===== config.mk =====
export PLATFORM = sky130hd
export DESIGN_NAME = iedq_held_cell
export DESIGN_NICKNAME = d
export VERILOG_FILES = /design/src/hdl/iedq_pkg.sv /design/src/hdl/iedq_held_cell.sv
export SDC_FILE = /design/constraint.sdc
export NUM_CORES = 1
export LEC_CHECK = 0
export BUFFER_PORTS_ARGS = -buffer_cell sky130_fd_sc_hd__buf_2
export CAP_MARGIN = 30
export CORE_MARGIN = 2
export CORE_UTILIZATION = 45
export CTS_BUF_LIST = sky130_fd_sc_hd__clkbuf_8
export DETAILED_ROUTE_END_ITERATION = 8
export PLACE_DENSITY = 0.82
export RECOVER_POWER = 25
export SLEW_MARGIN = 10
export SYNTH_ARGS = -nofsm -noshare
export SYNTH_HDL_FRONTEND = slang
export SYNTH_SLANG_ARGS = --single-unit

===== constraint.sdc =====
create_clock -name clk -period 3 [get_ports clk]
set_clock_uncertainty 0.2 [all_clocks]
set_input_delay 0.3 -clock clk [delete_from_list [all_inputs] [get_ports clk]]
set_output_delay 0.3 -clock clk [all_outputs]
set_load 0.01 [all_outputs]

===== src/hdl/iedq_pkg.sv =====
//------------------------------------------------------------------------------
// iedq_pkg: shared types and constants of the input edge queue
// Edge and key records, request/response records, op and status codes.
//------------------------------------------------------------------------------
`default_nettype none

package iedq_pkg;

	localparam int EDGE_DEPTH_DEF = 32;
	localparam int HELD_DEPTH_DEF = 64;
	localparam logic [15:0] WINDOW_RST = 16'd80;
	localparam logic [1:0] KBD_KIND_RST = 2'd0;

	// request ops
	localparam logic [1:0] OP_PUSH  = 2'd0;
	localparam logic [1:0] OP_DRAIN = 2'd1;
	localparam logic [1:0] OP_CLEAR = 2'd2;

	// result status codes
	localparam logic [2:0] ST_QUEUED    = 3'd0;
	localparam logic [2:0] ST_REDUNDANT = 3'd1;
	localparam logic [2:0] ST_DEBOUNCED = 3'd2;
	localparam logic [2:0] ST_HELD_FULL = 3'd3;
	localparam logic [2:0] ST_DISABLED  = 3'd4;
	localparam logic [2:0] ST_DRAIN     = 3'd5;

	// configuration register indexes
	localparam logic [1:0] CFG_ENABLE = 2'd0;
	localparam logic [1:0] CFG_WINDOW = 2'd1;
	localparam logic [1:0] CFG_KBD    = 2'd2;

	typedef enum logic [1:0] {
		S_IDLE,
		S_EXEC,
		S_DRAIN
	} state_t;

	typedef struct packed {
		logic [1:0]  kind;
		logic [3:0]  pad;
		logic [19:0] payload;
		logic        pressed;
		logic [15:0] vendor;
		logic [15:0] product;
	} edge_t;

	typedef struct packed {
		logic [1:0]  kind;
		logic [3:0]  pad;
		logic [19:0] payload;
		logic [15:0] vendor;
		logic [15:0] product;
	} key_t;

	typedef struct packed {
		logic [1:0]  op;
		edge_t       ev;
		logic [31:0] time_ms;
	} req_t;

	typedef struct packed {
		logic [2:0] status;
		logic       edge_valid;
		edge_t      ev;
		logic       last;
	} rsp_t;

	typedef struct packed {
		logic ins;
		logic del;
	} held_ctl_t;

	typedef struct packed {
		logic load;
		logic shift;
	} edge_ctl_t;

endpackage

`default_nettype wire


===== src/hdl/iedq_held_cell.sv =====
//------------------------------------------------------------------------------
// iedq_held_cell: one entry of the held-key chain
// Holds one key, compares it with the probe, takes the probe on insert and
// its upper neighbor's key when an entry at or below it is removed.
//------------------------------------------------------------------------------
`default_nettype none

module iedq_held_cell (
	input  wire                 clk,
	input  iedq_pkg::held_ctl_t ctl,
	input  wire                 here,
	input  wire                 shift,
	input  wire                 valid,
	input  iedq_pkg::key_t      probe,
	input  iedq_pkg::key_t      next_key,
	output iedq_pkg::key_t      key,
	output logic                hit
);

	iedq_pkg::key_t key_q;

	always_ff @(posedge clk) begin
		if (ctl.ins && here) begin
			key_q <= probe;
		end else if (ctl.del && shift) begin
			key_q <= next_key;
		end
	end

	assign key = key_q;
	assign hit = valid && (key_q == probe);

endmodule

`default_nettype wire


Word level (Yosys, flattened, before mapping):

Cells that the tools add are included.

* register bits after elaboration: 58

* muxes and demuxes: 2
* reductions and logical operators: 4
* equal/unequal tests: 1

Operators with widths (count)
* 58-bit 2-to-1 mux: 2
* 58-bit == test: 1
* 1-bit logical AND: 3
* 2-bit nonzero test: 1

Longest topological paths before layout:

* word-level depth: 3
* mapped depth: 5
* gate-level depth less buffers: 5

Worst setup path after synthesis:

OpenSTA, ideal clock, no wires.

* path kind: input -> register
* from: input ctl[1] (netlist name)
* to: register key_q, in the netlist key[0] (enable)
* arrival time: 1.775 ns
* cell stages on the path: 3
* data required time: 2.152 ns
* setup time: 0.648 ns
* path slack: 0.377 ns
* path buffers: 1
* cells stage by stage: nand2_1 -> clkbuf_1 -> nand2_1

* word-level cells in the longest chain between the ends: 2

RTL lines
* start: declaration: RTL line iedq_held_cell.sv:10 `input iedq_pkg::held_ctl_t ctl,`
* 1-bit logical AND: RTL line iedq_held_cell.sv:23 `if (ctl.ins && here) begin`
* 2-bit nonzero test (no line)
* end signal: assignment: RTL line iedq_held_cell.sv:24 `key_q <= probe;`
* end signal: assignment: RTL line iedq_held_cell.sv:26 `key_q <= next_key;`
* end: declaration: RTL line iedq_held_cell.sv:20 `iedq_pkg::key_t key_q;`

Every way passes these cells.
A chain may end at the register's enable or synchronous reset.

Worst setup path after layout:

* from: register key_q, in the netlist key[0]
* to: output hit

* word-level cells in the longest chain between the ends: 2

RTL lines
* 58-bit == test: RTL line iedq_held_cell.sv:31 `assign hit = valid && (key_q == probe);`
* 1-bit logical AND: RTL line iedq_held_cell.sv:31
* end: declaration: RTL line iedq_held_cell.sv:17 `output logic hit`

Every way passes these cells.

==> impl_metrics.toml <==
[global_route]
via_count_of_the_first_global_routing_pass = 2487
pin_count_of_the_biggest_net_entering_global_routing = 44
initial_antenna_violation_count = 0
first_pass_grt_wire_length_mm = 11.3
grt_overflow = 0
gr-usage-all-layers = 0.199

[synth]
async_flop_share = 0
post_synth.cell_area_avg_um2 = 14.4
ys_ff_latch = 58
seq_area_frac_synth = 0.564
synthesis.area_um2 = 3090
synth_enable_flop_cells = 58
syn-num-nets = 336
ys.flop_type = "edfxtp_1"
synth.top_cells.by_area = "edfxtp_1, mux2_2, xor2_1"
post-synth-top-area-fraction = 0.564
ys_types = 19
netlist_instances = 214
yosys-top-cells-count = "edfxtp_1, mux2_2, xor2_1, xnor2_1, inv_1"
synthDominantAreaCellType = "edfxtp_1"
synth-warning-count = 0
synth_most_common_cell = "edfxtp_1"

[setup_path]
end_kind = "primary output"
cp_max_fo = 2
worst_setup_path_start_kind = "register"
worstSetupPathType = "reg -> out"
cp_data_arrival_time_ps = 2220
critPathRequiredTime_ps = 2500

[clock_network]
cts_setup_buffers = 0
total_cts_buffers = 9
cts_sinks = 58
cts_tree = "built"
holdBufCountCts = 0
cts_htree_levels = 3
cts_repair_resize_count = 0
clk_transition_reported_paths_ps = 70
cts-root-buf = "clkbuf_8"
clock_path_buffers = 2

[placement]
place.detailed.instances = 471
place_area_um2 = 4100
gp_congestion = 0.777
place_hpwl_mm = 6.00
portBuffers = 180
place_ws_ps = 569

[sta]
finalWorstSetupSlack_ps = 282
final.setup.tns_ps = 0
grt_setup_unrepaired = "false"
report.final.slew_viol_count = 0
finalWorstPathRequiredPeriod_ps = 2720
worst-slew-pin-transition_ps = 939
fmax_mhz = 368
timing.slew.headroom = 0.372
timing.final.hold_violations = 0
hold_slack_ps = 63.5
fin_crit_sh = 0.906
final-setup-viol-count = 0

[pwr]
peakVddDrop_v = 0.000275
finalPower_mw = 2.09
power_density_nw_per_um2 = 496
leakage_nw = 1.79

[route]
wirelength_mm = 7.70
firstDrtPassIters = 4
drt-wirelength-per-cell_um = 15.8
drc_errors = 0
vias = 2469
postRouteAntennaNets = 0
detail_route.iter0.violations = 91
detail_route.vias_per_cell = 5.08

[flow_run]
cap_violations = 0

[floorplanning]
ios = 181
design.die.area_um2 = 7540
fp.coreArea_um2 = 6720
num_rows = 30
initial_core_util = 0.459
die_width_um = 86.8
die_height_um = 86.8

[layout]
drive_gt1_frac = 0.554
num_antenna_cells = 0
largest_register_ff_count = 58
synthToLayoutAreaGrowth_pct = 36.5
final_net_count = 524
post-route-util = 0.627
post-route-cell-area_um2 = 4210
finalNonFillerCells = 486

[status]
run_status = "complete, no violations"

[worst_hold_path]
min_path_type = "in -> reg"
## where the power goes
part | total (mW) | switching [mW] | internal [mW] | leakage (nW)
sequential | 1.07 | 0.0597 | 1.01 | 0.562
combinational | 0.447 | 0.222 | 0.225 | 1.14
clock | 0.575 | 0.294 | 0.281 | 0.0849
## kinds of logic (layout without fill, tap and decap cells)
family,Yosys count,after routing,share of synthesized area
buffers and inverters,15,207,0.0203
XOR/XNOR,50,50,0.142
AND/OR/NAND/NOR,25,25,0.0466
flip-flops,58,58,0.564
multiplexers,55,55,0.201
AO/OA/AOI/OAI,11,11,0.0260
## layer usage
metal | share of wire | track usage | wire (um) | vias up
met4 | 0.020 | 0.0895 | 153 | 0
met2 | 0.52 | 0.349 | 3970 | 119
met3 | 0.064 | 0.0448 | 492 | 17
li1 | - | - | - | 1183
met1 | 0.40 | 0.230 | 3080 | 1150
met5 | 0 | 0 | 0 | -
## area by class of cell
cell class	count	area, um^2
Clock buffer	9	124
Clock inverter	6	26.3
Timing Repair Buffer	183	902
Fill cell	577	2510
Tap cell	80	100
Multi-Input combinational cell	141	1280
Inverter	9	33.8
Sequential cell	58	1740
## worst paths after layout
path          from  endpoint  slack [ps]  cells past startpoint
min   next_key[14]   key[14]          60                      2
max         key[0]       hit         280                      6
## worst max-delay path, cell delays in order, from the launching register on
cell	delay, ps
edfxtp_1	410
xnor2_1	170
nand4_1	140
nor4_1	450
nand4_1	230
nor4_2	310
buf_2	180
## cell usage in the layout, fill, tap and decap left out
| cell | instances |
|---|---|
| buf_2 | 153 |
| edfxtp_1 | 58 |
| mux2_2 | 55 |
| xor2_1 | 31 |
| clkbuf_1 | 27 |
| xnor2_1 | 19 |
| inv_1 | 10 |
| clkbuf_8 | 9 |
| nor4_1 | 8 |
| nand4_1 | 7 |
| nand2_1 | 5 |
| o21ai_0 | 4 |
| clkinv_2 | 3 |
| o2bb2ai_1 | 2 |
| nor3_1 | 2 |
| a221oi_1 | 2 |
| clkinv_1 | 2 |
| buf_4 | 2 |
| o221ai_1 | 1 |
| a222oi_1 | 1 |
| o22ai_1 | 1 |
| nand3_1 | 1 |
| nor4_2 | 1 |
| nand2_2 | 1 |
| buf_12 | 1 |
(Power assumes the default switching activity.)
